<file path="config.mk">
export PLATFORM = sky130hd
export DESIGN_NAME = ultrasonic_ping_ranger_flat
export DESIGN_NICKNAME = d
export VERILOG_FILES = /design/src/design/upr_pkg.sv /design/src/design/upr_if.sv /design/src/design/upr_ctrl.sv /design/src/design/ultrasonic_ping_ranger.sv /design/src/flat_wrapper.sv
export SDC_FILE = /design/constraint.sdc
export NUM_CORES = 1
export LEC_CHECK = 0
export BUFFER_PORTS_ARGS = -buffer_cell sky130_fd_sc_hd__buf_2
export CORE_UTILIZATION = 30
export DETAILED_ROUTE_END_ITERATION = 10
export PLACE_DENSITY = 0.45
export SLEW_MARGIN = 40
export SYNTH_ARGS = -nofsm -noshare
export SYNTH_HDL_FRONTEND = slang
export SYNTH_SLANG_ARGS = --single-unit
</file>
<file path="constraint.sdc">
create_clock -name clk -period 15.15 [get_ports clk]
set_input_delay 0.7575 -clock clk [delete_from_list [all_inputs] [get_ports clk]]
set_output_delay 0.7575 -clock clk [all_outputs]
set_load 0.01 [all_outputs]
</file>
<file path="src/design/upr_pkg.sv">
// ----------------------------------------------------------------------------
// Ultrasonic ping ranger package
// Shared types and constants for the ping ranger: phase codes, the beat
// records passed down the result pipeline and the distance scaling constants.
// ----------------------------------------------------------------------------
package upr_pkg;

  // Ping machine phases
  typedef enum logic [1:0] {
    PH_IDLE  = 2'd0,
    PH_BURST = 2'd1,
    PH_ECHO  = 2'd2
  } upr_phase_t;

  localparam int unsigned TIME_W     = 32;
  localparam int unsigned INTERVAL_W = 24;
  localparam int unsigned DIST_W     = 16;
  localparam int unsigned FLIGHT_W   = 22;

  localparam logic [INTERVAL_W-1:0] INTERVAL_RST = 24'd60000;
  localparam logic [TIME_W-1:0]     TRIG_HOLD_US = 32'd1000;
  localparam logic [DIST_W-1:0]     DIST_MAX     = 16'hFFFF;

  // distance = floor(343 * flight / 20000); saturates from this flight upwards
  localparam logic [TIME_W-1:0] FLIGHT_SAT_MIN = 32'd3821342;

  // Reciprocal of 20000 scaled by 343 and 2^DIST_SHIFT, rounded up; exact for
  // every flight below FLIGHT_SAT_MIN
  localparam int unsigned DIST_SHIFT = 37;
  localparam int unsigned PROD_W     = FLIGHT_W + 32;
  localparam logic [63:0] DIST_RECIP_WIDE =
      ((64'd343 << DIST_SHIFT) + 64'd19999) / 64'd20000;
  localparam logic [31:0] DIST_RECIP = DIST_RECIP_WIDE[31:0];

  // Result of the control step for one poll
  typedef struct packed {
    logic                trigger;
    upr_phase_t          phase;
    logic                fresh;
    logic                sat;
    logic [FLIGHT_W-1:0] flight;
  } upr_ping_t;

  // Poll record after the scaling multiply
  typedef struct packed {
    logic              trigger;
    upr_phase_t        phase;
    logic              fresh;
    logic              sat;
    logic [DIST_W-1:0] dist_cm;
  } upr_dist_t;

endpackage

</file>
<file path="src/design/upr_if.sv">
// ----------------------------------------------------------------------------
// Ping ranger stream interfaces
// Valid/ready channels for poll beats in and result beats out.
// ----------------------------------------------------------------------------
interface upr_in_if;
  logic        valid;
  logic        ready;
  logic [31:0] time_us;
  logic        echo_level;

  modport source (output valid, time_us, echo_level, input ready);
  modport sink   (input valid, time_us, echo_level, output ready);
endinterface

interface upr_out_if;
  logic        valid;
  logic        ready;
  logic        trigger_level;
  logic [15:0] range_cm;
  logic        new_distance;
  logic [1:0]  ping_phase;

  modport source (output valid, trigger_level, range_cm, new_distance, ping_phase,
                  input ready);
  modport sink   (input valid, trigger_level, range_cm, new_distance, ping_phase,
                  output ready);
endinterface

</file>
<file path="src/design/upr_ctrl.sv">
// ----------------------------------------------------------------------------
// Ping ranger control
// Ping state machine, echo timing, trigger drive and the next ping schedule.
// State advances once for every accepted poll beat.
// ----------------------------------------------------------------------------
module upr_ctrl (
  input  logic                                clk,
  input  logic                                rst_n,
  input  logic                                poll_en,
  input  logic [upr_pkg::TIME_W-1:0]          now,
  input  logic                                echo,
  input  logic                                cfg_we,
  input  logic [upr_pkg::INTERVAL_W-1:0]      cfg_wdata,
  output upr_pkg::upr_ping_t                  ping
);

  upr_pkg::upr_phase_t                 phase_r, phase_nxt;
  logic                                echo_prev_r, echo_prev_nxt;
  logic [upr_pkg::TIME_W-1:0]          start_r, start_nxt;
  logic [upr_pkg::TIME_W-1:0]          next_ping_r, next_ping_nxt;
  logic                                trig_r, trig_nxt;
  logic [upr_pkg::INTERVAL_W-1:0]      interval_r;
  logic [upr_pkg::TIME_W-1:0]          flight;
  logic                                fresh;

  // Hold the interval register
  always_ff @(posedge clk) begin
    if (!rst_n) begin
      interval_r <= upr_pkg::INTERVAL_RST;
    end else if (cfg_we) begin
      interval_r <= cfg_wdata;
    end
  end

  // Advance the ping state on each poll
  always_ff @(posedge clk) begin
    if (!rst_n) begin
      phase_r     <= upr_pkg::PH_IDLE;
      echo_prev_r <= 1'b0;
      start_r     <= '0;
      next_ping_r <= '0;
      trig_r      <= 1'b1;
    end else if (poll_en) begin
      phase_r     <= phase_nxt;
      echo_prev_r <= echo_prev_nxt;
      start_r     <= start_nxt;
      next_ping_r <= next_ping_nxt;
      trig_r      <= trig_nxt;
    end
  end

  // Measure, then release, then fire
  always_comb begin
    phase_nxt     = phase_r;
    echo_prev_nxt = echo_prev_r;
    start_nxt     = start_r;
    next_ping_nxt = next_ping_r;
    trig_nxt      = trig_r;
    fresh         = 1'b0;
    flight        = now - start_r;

    if (phase_r != upr_pkg::PH_IDLE) begin
      if (phase_r == upr_pkg::PH_BURST && !echo_prev_r && echo) begin
        start_nxt = now;
        phase_nxt = upr_pkg::PH_ECHO;
      end else if (phase_r == upr_pkg::PH_ECHO && echo_prev_r && !echo) begin
        phase_nxt = upr_pkg::PH_IDLE;
        if (now > start_r) begin
          fresh         = 1'b1;
          next_ping_nxt = now + {{(upr_pkg::TIME_W-upr_pkg::INTERVAL_W){1'b0}}, interval_r};
        end
      end
      echo_prev_nxt = echo;
    end

    // release the trigger after the hold time
    if ((start_nxt + upr_pkg::TRIG_HOLD_US) < now && !trig_r) begin
      trig_nxt = 1'b1;
    end

    // fire a new ping once the schedule has passed
    if (phase_nxt == upr_pkg::PH_IDLE && next_ping_nxt < now) begin
      trig_nxt  = 1'b0;
      phase_nxt = upr_pkg::PH_BURST;
    end
  end

  // Hand the poll outcome to the result pipeline
  always_comb begin
    ping.trigger = trig_nxt;
    ping.phase   = phase_nxt;
    ping.fresh   = fresh;
    ping.sat     = (flight >= upr_pkg::FLIGHT_SAT_MIN);
    ping.flight  = flight[upr_pkg::FLIGHT_W-1:0];
  end

endmodule

</file>
<file path="src/design/ultrasonic_ping_ranger.sv">
// ----------------------------------------------------------------------------
// Ultrasonic ping ranger
// Time-of-flight ranger driven by periodic polls of time and echo level.
// ----------------------------------------------------------------------------
// Usage:
//   in_bus  : one poll beat per tick carrying time_us and echo_level.
//   out_bus : one result beat per poll: trigger drive, last distance in cm,
//             a flag for a newly completed measurement and the ping phase.
//   cfg_we / cfg_wdata : write the 24-bit measurement interval in us; write
//             only while no poll is in flight.
//   The control state updates in the cycle a poll is accepted. The result
//   then passes a flight register, the scaling multiply register and the
//   output register on its way to out_bus.valid. Throughput is one poll
//   per cycle unless the receiver stalls while all stages are full.
//   Each stage moves on when the next one is empty or moving, so polls are
//   taken while a finished result waits for out_bus.ready; in_bus.ready drops
//   only when all three stages are full and the receiver stalls.
//   Reset empties the pipeline, sets the machine idle with the trigger
//   released, zeroes distance and schedule and loads the interval 60000 us.
// ----------------------------------------------------------------------------
module ultrasonic_ping_ranger (
  input  logic                               clk,
  input  logic                               rst_n,
  upr_in_if.sink                             in_bus,
  upr_out_if.source                          out_bus,
  input  logic                               cfg_we,
  input  logic [upr_pkg::INTERVAL_W-1:0]     cfg_wdata
);

  upr_pkg::upr_ping_t              ping;
  upr_pkg::upr_ping_t              s1_r;
  upr_pkg::upr_dist_t              s2_r, s2_nxt;
  logic                            v1_r, v2_r, v3_r;
  logic                            trig_out_r, fresh_out_r;
  upr_pkg::upr_phase_t             phase_out_r;
  logic [upr_pkg::DIST_W-1:0]      last_dist_r, last_dist_nxt;
  logic [upr_pkg::PROD_W-1:0]      prod;
  logic                            accept, load2, load3;

  // Stage handshake
  assign load3  = v2_r && (!v3_r || out_bus.ready);
  assign load2  = v1_r && (!v2_r || load3);
  assign in_bus.ready = !v1_r || load2;
  assign accept = in_bus.valid && in_bus.ready;

  upr_ctrl u_ctrl (
    .clk       (clk),
    .rst_n     (rst_n),
    .poll_en   (accept),
    .now       (in_bus.time_us),
    .echo      (in_bus.echo_level),
    .cfg_we    (cfg_we),
    .cfg_wdata (cfg_wdata),
    .ping      (ping)
  );

  // Track stage occupancy
  always_ff @(posedge clk) begin
    if (!rst_n) begin
      v1_r <= 1'b0;
      v2_r <= 1'b0;
      v3_r <= 1'b0;
    end else begin
      v1_r <= accept || (v1_r && !load2);
      v2_r <= load2 || (v2_r && !load3);
      v3_r <= load3 || (v3_r && !out_bus.ready);
    end
  end

  // Hold the poll outcome
  always_ff @(posedge clk) begin
    if (accept) begin
      s1_r <= ping;
    end
  end

  // Scale flight to centimetres
  always_comb begin
    prod           = upr_pkg::PROD_W'(s1_r.flight) * upr_pkg::PROD_W'(upr_pkg::DIST_RECIP);
    s2_nxt.trigger = s1_r.trigger;
    s2_nxt.phase   = s1_r.phase;
    s2_nxt.fresh   = s1_r.fresh;
    s2_nxt.sat     = s1_r.sat;
    s2_nxt.dist_cm = prod[upr_pkg::DIST_SHIFT +: upr_pkg::DIST_W];
  end

  always_ff @(posedge clk) begin
    if (load2) begin
      s2_r <= s2_nxt;
    end
  end

  // Keep the last distance, saturated
  always_comb begin
    last_dist_nxt = last_dist_r;
    if (s2_r.fresh) begin
      last_dist_nxt = s2_r.sat ? upr_pkg::DIST_MAX : s2_r.dist_cm;
    end
  end

  always_ff @(posedge clk) begin
    if (!rst_n) begin
      last_dist_r <= '0;
    end else if (load3) begin
      last_dist_r <= last_dist_nxt;
    end
  end

  // Output beat register
  always_ff @(posedge clk) begin
    if (load3) begin
      trig_out_r  <= s2_r.trigger;
      fresh_out_r <= s2_r.fresh;
      phase_out_r <= s2_r.phase;
    end
  end

  assign out_bus.valid         = v3_r;
  assign out_bus.trigger_level = trig_out_r;
  assign out_bus.range_cm      = last_dist_r;
  assign out_bus.new_distance  = fresh_out_r;
  assign out_bus.ping_phase    = phase_out_r;

endmodule

</file>
<file path="src/flat_wrapper.sv">
// flat-port wrapper written by rule: the top's interface ports become plain ports
module ultrasonic_ping_ranger_flat 
  (clk, rst_n, cfg_we, cfg_wdata, in_bus_valid, in_bus_time_us, in_bus_echo_level, in_bus_ready, out_bus_valid, out_bus_trigger_level, out_bus_range_cm, out_bus_new_distance, out_bus_ping_phase, out_bus_ready);
  upr_in_if in_bus_i ();
  upr_out_if out_bus_i ();
  input  logic clk;
  input  logic rst_n;
  input  logic cfg_we;
  input  logic [upr_pkg::INTERVAL_W-1:0] cfg_wdata;
  input wire logic [$bits(in_bus_i.valid)-1:0] in_bus_valid;
  input wire logic [$bits(in_bus_i.time_us)-1:0] in_bus_time_us;
  input wire logic [$bits(in_bus_i.echo_level)-1:0] in_bus_echo_level;
  output wire logic [$bits(in_bus_i.ready)-1:0] in_bus_ready;
  output wire logic [$bits(out_bus_i.valid)-1:0] out_bus_valid;
  output wire logic [$bits(out_bus_i.trigger_level)-1:0] out_bus_trigger_level;
  output wire logic [$bits(out_bus_i.range_cm)-1:0] out_bus_range_cm;
  output wire logic [$bits(out_bus_i.new_distance)-1:0] out_bus_new_distance;
  output wire logic [$bits(out_bus_i.ping_phase)-1:0] out_bus_ping_phase;
  input wire logic [$bits(out_bus_i.ready)-1:0] out_bus_ready;
  assign in_bus_i.valid = in_bus_valid;
  assign in_bus_i.time_us = in_bus_time_us;
  assign in_bus_i.echo_level = in_bus_echo_level;
  assign in_bus_ready = in_bus_i.ready;
  assign out_bus_valid = out_bus_i.valid;
  assign out_bus_trigger_level = out_bus_i.trigger_level;
  assign out_bus_range_cm = out_bus_i.range_cm;
  assign out_bus_new_distance = out_bus_i.new_distance;
  assign out_bus_ping_phase = out_bus_i.ping_phase;
  assign out_bus_i.ready = out_bus_ready;
  ultrasonic_ping_ranger u_core (.clk(clk), .rst_n(rst_n), .in_bus(in_bus_i), .out_bus(out_bus_i), .cfg_we(cfg_we), .cfg_wdata(cfg_wdata));
endmodule
</file>
==> results of run 1 <==
## metrics by stage
stage | worst slack (ns) | hold slack [ns] | instance area, µm² | instances
3_3_place_gp | 7.18 | 0.403 | 22300 | 3309
6_report | 7.45 | 0.423 | 22900 | 3342
3_5_place_dp | 7.37 | 0.408 | 22300 | 3310
2_1_floorplan | 8.69 | 0.400 | 20900 | 2346
5_1_grt | 7.10 | 0.442 | 22900 | 3342
4_1_cts | 7.36 | 0.426 | 22900 | 3342
## layout make-up
cell class,count,area [µm²]
Inverter,392,1470
Tap cell,931,1160
Fill cell,7253,45800
Timing Repair Buffer,93,494
Multi-Input combinational cell,1731,15400
Sequential cell,163,3780
Clock buffer,17,425
Clock inverter,15,184
## metal layers
| layer | share of wire | track usage | vias to the layer above |
|---|---|---|---|
| met2 | 0.48 | 0.279 | 218 |
| met5 | 0.00020 | 0 | - |
| li1 | - | - | 8053 |
| met3 | 0.023 | 0.0228 | 52 |
| met1 | 0.48 | 0.204 | 7663 |
| met4 | 0.017 | 0.0393 | 2 |
## state kept, by name (all words and copies together), names as in the netlist, 2 cells and up
name,count
u_core.u_ctrl.next_ping_r,32
u_core.u_ctrl.start_r,32
u_core.s1_r,27
u_core.u_ctrl.interval_r,24
u_core.s2_r,21
u_core.out_bus.range_cm,16
u_core.out_bus.ping_phase,2
u_core.u_ctrl.phase_r,2
## layout by cell type (no fill, tap or decap), types with 7 or more instances in the layout
master,n
sky130_fd_sc_hd__or2_2,8
sky130_fd_sc_hd__clkbuf_16,17
sky130_fd_sc_hd__nor3_1,28
sky130_fd_sc_hd__xnor2_1,68
sky130_fd_sc_hd__a21oi_1,180
sky130_fd_sc_hd__o21bai_1,8
sky130_fd_sc_hd__o21ai_0,91
sky130_fd_sc_hd__edfxtp_1,52
sky130_fd_sc_hd__and3_1,15
sky130_fd_sc_hd__o211ai_1,15
sky130_fd_sc_hd__and4_1,7
sky130_fd_sc_hd__dfxtp_1,111
sky130_fd_sc_hd__a211oi_1,26
sky130_fd_sc_hd__mux2_2,22
sky130_fd_sc_hd__a21o_1,47
sky130_fd_sc_hd__nand2b_1,19
sky130_fd_sc_hd__nor2b_1,13
sky130_fd_sc_hd__fa_1,183
sky130_fd_sc_hd__a31oi_1,12
sky130_fd_sc_hd__o21a_1,8
sky130_fd_sc_hd__buf_4,9
sky130_fd_sc_hd__nor2_1,190
sky130_fd_sc_hd__inv_1,390
sky130_fd_sc_hd__buf_2,83
sky130_fd_sc_hd__xor2_1,34
sky130_fd_sc_hd__mux2i_1,40
sky130_fd_sc_hd__nand4_1,29
sky130_fd_sc_hd__nand2_1,170
sky130_fd_sc_hd__nand3_1,34
sky130_fd_sc_hd__ha_1,379
## synthesized netlist by cell type (13+ instances only)
master                     count  area, µm²
sky130_fd_sc_hd__a211oi_1     26        195
sky130_fd_sc_hd__a21o_1       47        353
sky130_fd_sc_hd__a21oi_1     181        906
sky130_fd_sc_hd__and3_1       15       93.8
sky130_fd_sc_hd__clkbuf_1     41        154
sky130_fd_sc_hd__dfxtp_1     111       2220
sky130_fd_sc_hd__edfxtp_1     52       1560
sky130_fd_sc_hd__fa_1        183       3660
sky130_fd_sc_hd__ha_1        379       4740
sky130_fd_sc_hd__inv_1       392       1470
sky130_fd_sc_hd__mux2_2       22        248
sky130_fd_sc_hd__mux2i_1      40        400
sky130_fd_sc_hd__nand2_1     171        642
sky130_fd_sc_hd__nand2b_1     19        119
sky130_fd_sc_hd__nand3_1      34        170
sky130_fd_sc_hd__nand4_1      29        181
sky130_fd_sc_hd__nor2_1      190        713
sky130_fd_sc_hd__nor2b_1      13       81.3
sky130_fd_sc_hd__nor3_1       28        140
sky130_fd_sc_hd__o211ai_1     15        113
sky130_fd_sc_hd__o21ai_0      91        455
sky130_fd_sc_hd__xnor2_1      68        596
sky130_fd_sc_hd__xor2_1       34        298
## worst max path at each step
stage,to
after floorplan,u_core.s2_r[15]
after global placement,u_core.s2_r[15]
after detailed placement,u_core.s2_r[15]
after CTS,u_core.s2_r[15]
after global routing,u_core.s2_r[15]
final,u_core.s2_r[15]
## cells by family after synthesis
kind of cell / Yosys count
AO/OA/AOI/OAI: 456
flip-flops: 163
multiplexers: 63
adder cells (fa/ha/maj): 562
buffers and inverters: 452
XOR/XNOR: 102
AND/OR/NAND/NOR: 548
## worst max-delay path: cells and delay by family (launching register included)
family,cells,cell delay (ns)
buffers and inverters,5,0.33
adder cells (fa/ha/maj),8,3.63
flip-flops,1,0.75
AO/OA/AOI/OAI,8,2.65
XOR/XNOR,1,0.08
==> impl_summary.md, run 1 <==
Timing
The normalized max-slew margin is 0.465. The highest clock frequency the design can meet is ~130 MHz. Summed over all failing endpoints, the final setup total negative slack is 0 ns. Across the routed clock network, the largest skew measured is about 0.018 ns. The final cycle utilization of the critical path is 0.508.

Setup repair after global routing left no endpoint under its margin. At the pin with the least slew margin, the transition time is 0.801 ns. The final count of negative-setup-slack endpoints is 0. The hold violation total from the final report is 0. The minimum clock period after layout is around 7.7 ns. The number of max-slew violations in the final report is 0.

Routing
The first detailed-routing pass ran for 7 iterations. The detail-routed net length per standard cell is ~16 µm. The first-iteration detailed-routing DRC count is around 670.

The detail route stage leaves a number of antenna-violating nets equal to 0. The routed wire length is 54.2 mm. After detailed routing, the number of remaining DRC violations is 0. The detailed-route vias per instance is between 4 and 5. The number of vias in the routed layout is 16000.

Placed design
After legalization and detailed placement, the total HPWL measured 45.8 mm. The congestion estimate from routability-driven global placement came to roughly 0.89. Port buffering added a little over 80 buffers.

Logic synthesis
After technology mapping, the gate count stands at 2346. The synthesized design contains 52 enable-type register cells. The sequential area share after synthesis is 0.181.

The number of nets handed over by synthesis was just under 3000. In this run the mean area of a mapped cell was about 9 µm². For this run, the leading register cell type out of synthesis is sky130_fd_sc_hd__dfxtp_1. The share of synthesized cell area in and, or, nand and nor gates is 0.120. The count of unique library cells instantiated by Yosys is between 70 and 80. The mux contribution to synthesized area is 0.0317.

The Yosys step of the flow raised 0 warnings. Of the total synthesized cell area, the portion taken by XOR and XNOR cells is 0.0428. The compound-gate portion of the synthesized area was 0.138. The netlist area before placement is approximately 21000 µm². The area share of fa/ha/maj cells after synthesis is 0.403.

Of all flip-flops after synthesis, the portion carrying an async set or reset was 0. The combinational family with the most area after synthesis is adder cells. The synthesized design contains about 160 register bits.

Critical path
In this run the worst path has a maximum fanout of 9. At the worst endpoint, the required time is about 15 ns. The category of the critical setup timing path is flop to flop.

STA classifies the critical path endpoint as a flop. Counting stages on the worst path, the most repeated cell is sky130_fd_sc_hd__fa_1. The critical path goes through inv_1, fa_1, ha_1, inv_1, fa_1, fa_1, inv_1, fa_1, fa_1, inv_1, fa_1, inv_1, ha_1, a21oi_1, o21ai_0, a2111oi_1, a31oi_1, o211ai_1, o31ai_1, o22a_1, a21oi_1, xnor2_1.

The flop-to-flop setup slack is 7.45 ns. The worst path arrival time is 7.93 ns. The cell with the largest stage delay on the worst path is sky130_fd_sc_hd__a2111oi_1. The largest incremental delay on the critical path is 0.83 ns. The critical register-to-register path endpoint is u_core.s2_r[15]. STA classifies the critical path startpoint as a flop. Tracing the worst setup path back leads to its startpoint at u_core.s1_r[6].

The number of cells on the worst reg-to-reg path is 22. The launching point of the worst reg2reg path is u_core.s1_r[6].

Clock tree
The clock passes through at most 2 buffers. Gates resized during post-CTS repair numbered 0. The TritonCTS clock tree is yes.

The number of buffers added for setup after CTS is 0. The clock slew seen by the registers of the worst setup and hold paths is roughly 0.070 ns. The number of clock buffers added by TritonCTS is 17. The buffer type at the clock tree root is sky130_fd_sc_hd__clkbuf_16.

The H-tree depth is 4. The count of hold buffers inserted by post-cts repair is 0. The clock sink count is around 160.

Clock latency on the worst-skew pair, taken at its later pin, is 0.48 ns.

Die
The horizontal die dimension is about 270 µm. The die covers 70600 µm². The die outline height is about 270 µm.

The initialized floorplan defines 96 standard-cell rows. The core region is 68700 µm². The starting utilization of the core area is 0.303. The total I/O pin count is 84.

GRT
The total global routing track utilization is 0.159. The initial antenna violation count came to 1. The first global-routing pass estimated 88.1 mm of wire. Entering global routing, the biggest net connects between 50 and 60 pins. The via count of the first global-routing pass is 16700. For this run the aggregate overflow at the end of global routing stands at 0.

Finish
The number of nets in the layout is between 3000 and 4000. In the final layout, the share of cells above drive strength 1 is 0.0738. The number of antenna diodes is 0.

The area growth from synthesis to layout is 9.81%. The utilization after layout is 0.333.

Worst hold path
The beginning of the worst hold path is u_core.s1_r[23]. The tightest min-delay check is of the flop to flop type. Along the worst hold path, the cell count comes to 0. The path with the worst hold slack has its endpoint at u_core.s2_r[17].

Run
Max-cap violations in this run came to 0.

Outcome
The run finished with clean final reports.
Power of run 1 is left out: the tool's default activity adds up to more than one toggle a clock period on the data nets, which glitch-free logic cannot reach.
==> run 2: changes to the inputs <==
Settings changed: PLACE_DENSITY 0.45 to 0.46.
Clock period 15.15 ns to 6.6 ns, I/O delays scaled along.
==> run 2 against run 1 <==
Effect of this change: routed wire length is 1.5% higher; maximum frequency is 21% higher; die area stayed put; sequential share of layout area is 0.65 points lower; clock-buffer cell count stayed put; critical endpoint unchanged; largest cell class unchanged.
==> impl_summary.md, run 2 (synthesis results as in run 1) <==
Outcome
The run finished with clean final reports.

Timing
The worst hold margin is 0.0607 ns (-0.362 ns). The worst clock skew is 0.0173 ns (-0.000880 ns). The hold violation total from the final report is 0 (unchanged). The final cycle utilization of the critical path is 0.964 (+0.455).

The transition time of the tightest slew-check pin is 0.828 ns (+0.0269 ns). The highest clock frequency the design can meet came to 157 MHz (+21%). The minimum clock period after layout is 6.36 ns (-1.34 ns). The normalized max-slew margin is 0.447 (-0.0179). The number of max-slew violations in the final report was 0 (unchanged). The final count of negative-setup-slack endpoints is 0 (unchanged).

Routing
The detailed-routing iteration count for the pre-antenna-repair pass came to 7 (unchanged). The number of vias in the routed layout was 16300 (+1.9%). The number of remaining DRC errors is 0 (unchanged). The routed wire length is 55.0 mm (+1.5%).

The post-detailed-route count of antenna-violating nets is 0 (unchanged). The detailed-route vias per instance is 4.73 (-1.0%). The detail-routed net length per standard cell was 16.0 µm (-1.4%).

The first-iteration detailed-routing DRC count was 703 (+5.1%).

Critical path
The total buffers and inverters traversed by the critical path is 6 (+1). The cell family with the largest share of critical-path delay is adder cells. The critical register-to-register path endpoint is u_core.s2_r[15]. The critical path is of the flop to flop type. The critical path required time is 6.82 ns (-8.56 ns). The endpoint class of the critical path is a flop. The largest fanout of any net on the critical path came to 3 (-6). The largest incremental delay on the critical path is 0.60 ns (-0.23 ns). The cell with the largest stage delay on the worst path is sky130_fd_sc_hd__fa_1. The launching point of the worst reg2reg path is u_core.s1_r[3].

The critical path goes through fa_1, inv_2, fa_1, inv_2, fa_2, fa_1, fa_2, fa_1, inv_2, fa_1, inv_2, ha_4, a21oi_4, o21ai_4, buf_4, o2111ai_4, a31oi_4, o211ai_1, buf_4, o31ai_4, o22a_1, a21oi_2, xnor2_1. Among the stages of the critical path, the cell type that occurs most often is sky130_fd_sc_hd__fa_1. The worst path arrival time is 6.58 ns (-1.35 ns). The path depth of the worst reg2reg path is 23 (+4.5%).

The flop-to-flop setup slack is 0.24 ns (-7.21 ns). The launching element type of the critical path is a flop.

Placed design
The count of input and output buffers is 83 (unchanged). The half-perimeter wire length of the detailed placement result was 46.2 mm (+0.94%). The final weighted congestion in routability-driven placement was 0.861 (-3.6%). The instance count after placement with tap cells included is 3396 (+2.6%).

Clock tree
The clock sink count is 163 (unchanged). The clock slew seen by the registers of the worst setup and hold paths came to 0.08 ns (about the same). The count of hold buffers inserted by post-cts repair was 0 (unchanged). The H-tree depth was 4 (unchanged).

The TritonCTS clock tree is yes. CTS placed an instance of sky130_fd_sc_hd__clkbuf_16 at the clock tree root. The number of buffers created by CTS came to 17 (unchanged). The source-to-sink clock delay at the later pin of the worst-skew pair is 0.48 ns (about the same). The number of buffers between clock root and the deepest sink is 2 (unchanged).

GRT
The first-pass GRT wire length is 88.4 mm (+0.36%). The met3 routing resource usage after global routing came to 0.0227 (-0.0000926). The maximum number of pins on one net before global-route repair is 54 (+1.9%). The initial antenna violation count is 1 (unchanged). The sum of overflow across all layers after global routing is 0 (unchanged). The total global routing track utilization is 0.159 (about the same). The most crowded layer after global routing is met2. The met1 demand-to-capacity share in global routing came to 0.208 (+0.00453). The met2 global-route usage is 0.274 (-0.00467). The via count of the first global-routing pass is 16700 (+0.23%).

Finish
Compared with the post-synthesis result, the final layout area differs by 14.3%. The largest registers in the layout are u_core.u_ctrl.next_ping_r x32, u_core.u_ctrl.start_r x32, u_core.s1_r x27. The top cell types in the final layout, fill and taps aside, are sky130_fd_sc_hd__inv_1 (380), sky130_fd_sc_hd__ha_1 (373), sky130_fd_sc_hd__nor2_1 (190), sky130_fd_sc_hd__fa_1 (178), sky130_fd_sc_hd__a21oi_1 (177). The library cell used most frequently in the layout, excluding fill and tap cells, is sky130_fd_sc_hd__inv_1. The number of fillers in the final layout is 7148 (-1.4%). The number of antenna diodes is 0 (unchanged). The non-filler instance count after layout is 3440 (+2.9%). The number of nets in the layout came to 3120 (+3.2%). The proportion of layout cells with a drive suffix above 1 is 0.124 (+0.0501).

Run
The count of maximum capacitance violations is 0 (unchanged).

Worst hold path
The worst-case hold path end point is u_core.u_ctrl.interval_r[5]. The min-delay analysis places its worst path in the category primary input to flop. The cell depth of the worst min-delay path was 3 (+3).

The startpoint identified for the worst hold timing path is cfg_wdata[5].

Die
The horizontal die dimension was 266 µm (unchanged). The die outline height was 266 µm (unchanged). The total I/O pin count is 84 (unchanged). The site row count was 96 (unchanged). The area of the core is 68700 µm² (unchanged). The die outline area is 70600 µm² (unchanged). The starting utilization of the core area came to 0.303 (unchanged).
run 2: cell types whose count changed in the layout (fill, tap and decap cells not counted), moves of 6 or more:
cell                    change
sky130_fd_sc_hd__buf_4     +97
sky130_fd_sc_hd__inv_1     -10
sky130_fd_sc_hd__inv_2     +10
sky130_fd_sc_hd__ha_1       -6
run 2: through the flow:
stage | util | setup TNS [ns] | area [µm²] | worst slack [ns]
after CTS | 0.343 | 0 | 23600 | 0.00246
after floorplan | - | 0 | 20900 | 0.136
after detailed placement | 0.334 | -2.57 | 22900 | -0.501
after global placement | 0.334 | -1.98 | 22900 | -0.429
after global routing | 0.347 | -0.0156 | 23800 | -0.0133
final | 0.347 | 0 | 23800 | 0.240
run 2: how the worst max path moves through the flow:
| stage | end | start | depth (start not counted) | slack, ns |
|---|---|---|---|---|
| after detailed placement | u_core.s2_r[15] | u_core.s1_r[10] | 22 | -0.50 |
| after global placement | u_core.s2_r[13] | u_core.s1_r[10] | 23 | -0.43 |
| after CTS | u_core.s2_r[13] | u_core.s1_r[10] | 26 | 0.002 |
| after floorplan | u_core.s2_r[15] | u_core.s1_r[11] | 22 | 0.14 |
| after global routing | u_core.s2_r[15] | u_core.s1_r[3] | 23 | -0.01 |
| final | u_core.s2_r[15] | u_core.s1_r[3] | 23 | 0.24 |
run 2: final cells by class:
cell class	instances	area (µm²)	share of cell area
Timing Repair Buffer	191	1230	0.0517
Clock inverter	15	189	0.00792
Multi-Input combinational cell	1731	15600	0.653
Sequential cell	163	3780	0.159
Inverter	392	1470	0.0617
Clock buffer	17	425	0.0178
Tap cell	931	1160	0.0489
run 2: metal layers:
metal / part of all wire / vias up
met3: 0.028 / 46
met4: 0.017 / 2
met5: 0.00015 / -
li1: - / 8242
met1: 0.48 / 7768
met2: 0.47 / 230
run 2: worst min-delay path: cells and delay by family:
kind,cells,cell delay [ns]
buffers and inverters,1,0.07
muxes,1,0.05
and+or+nand+nor,1,0.06
run 2: what timing repair did:
action                                  in CTS  in global routing
buffers inserted                             1                 11
endpoints found under the setup margin       9                 12
resized for setup                            8                 38
pin swaps                                    2                 31
gates cloned                                 0                  0
Power of run 2 is left out for the same reason.
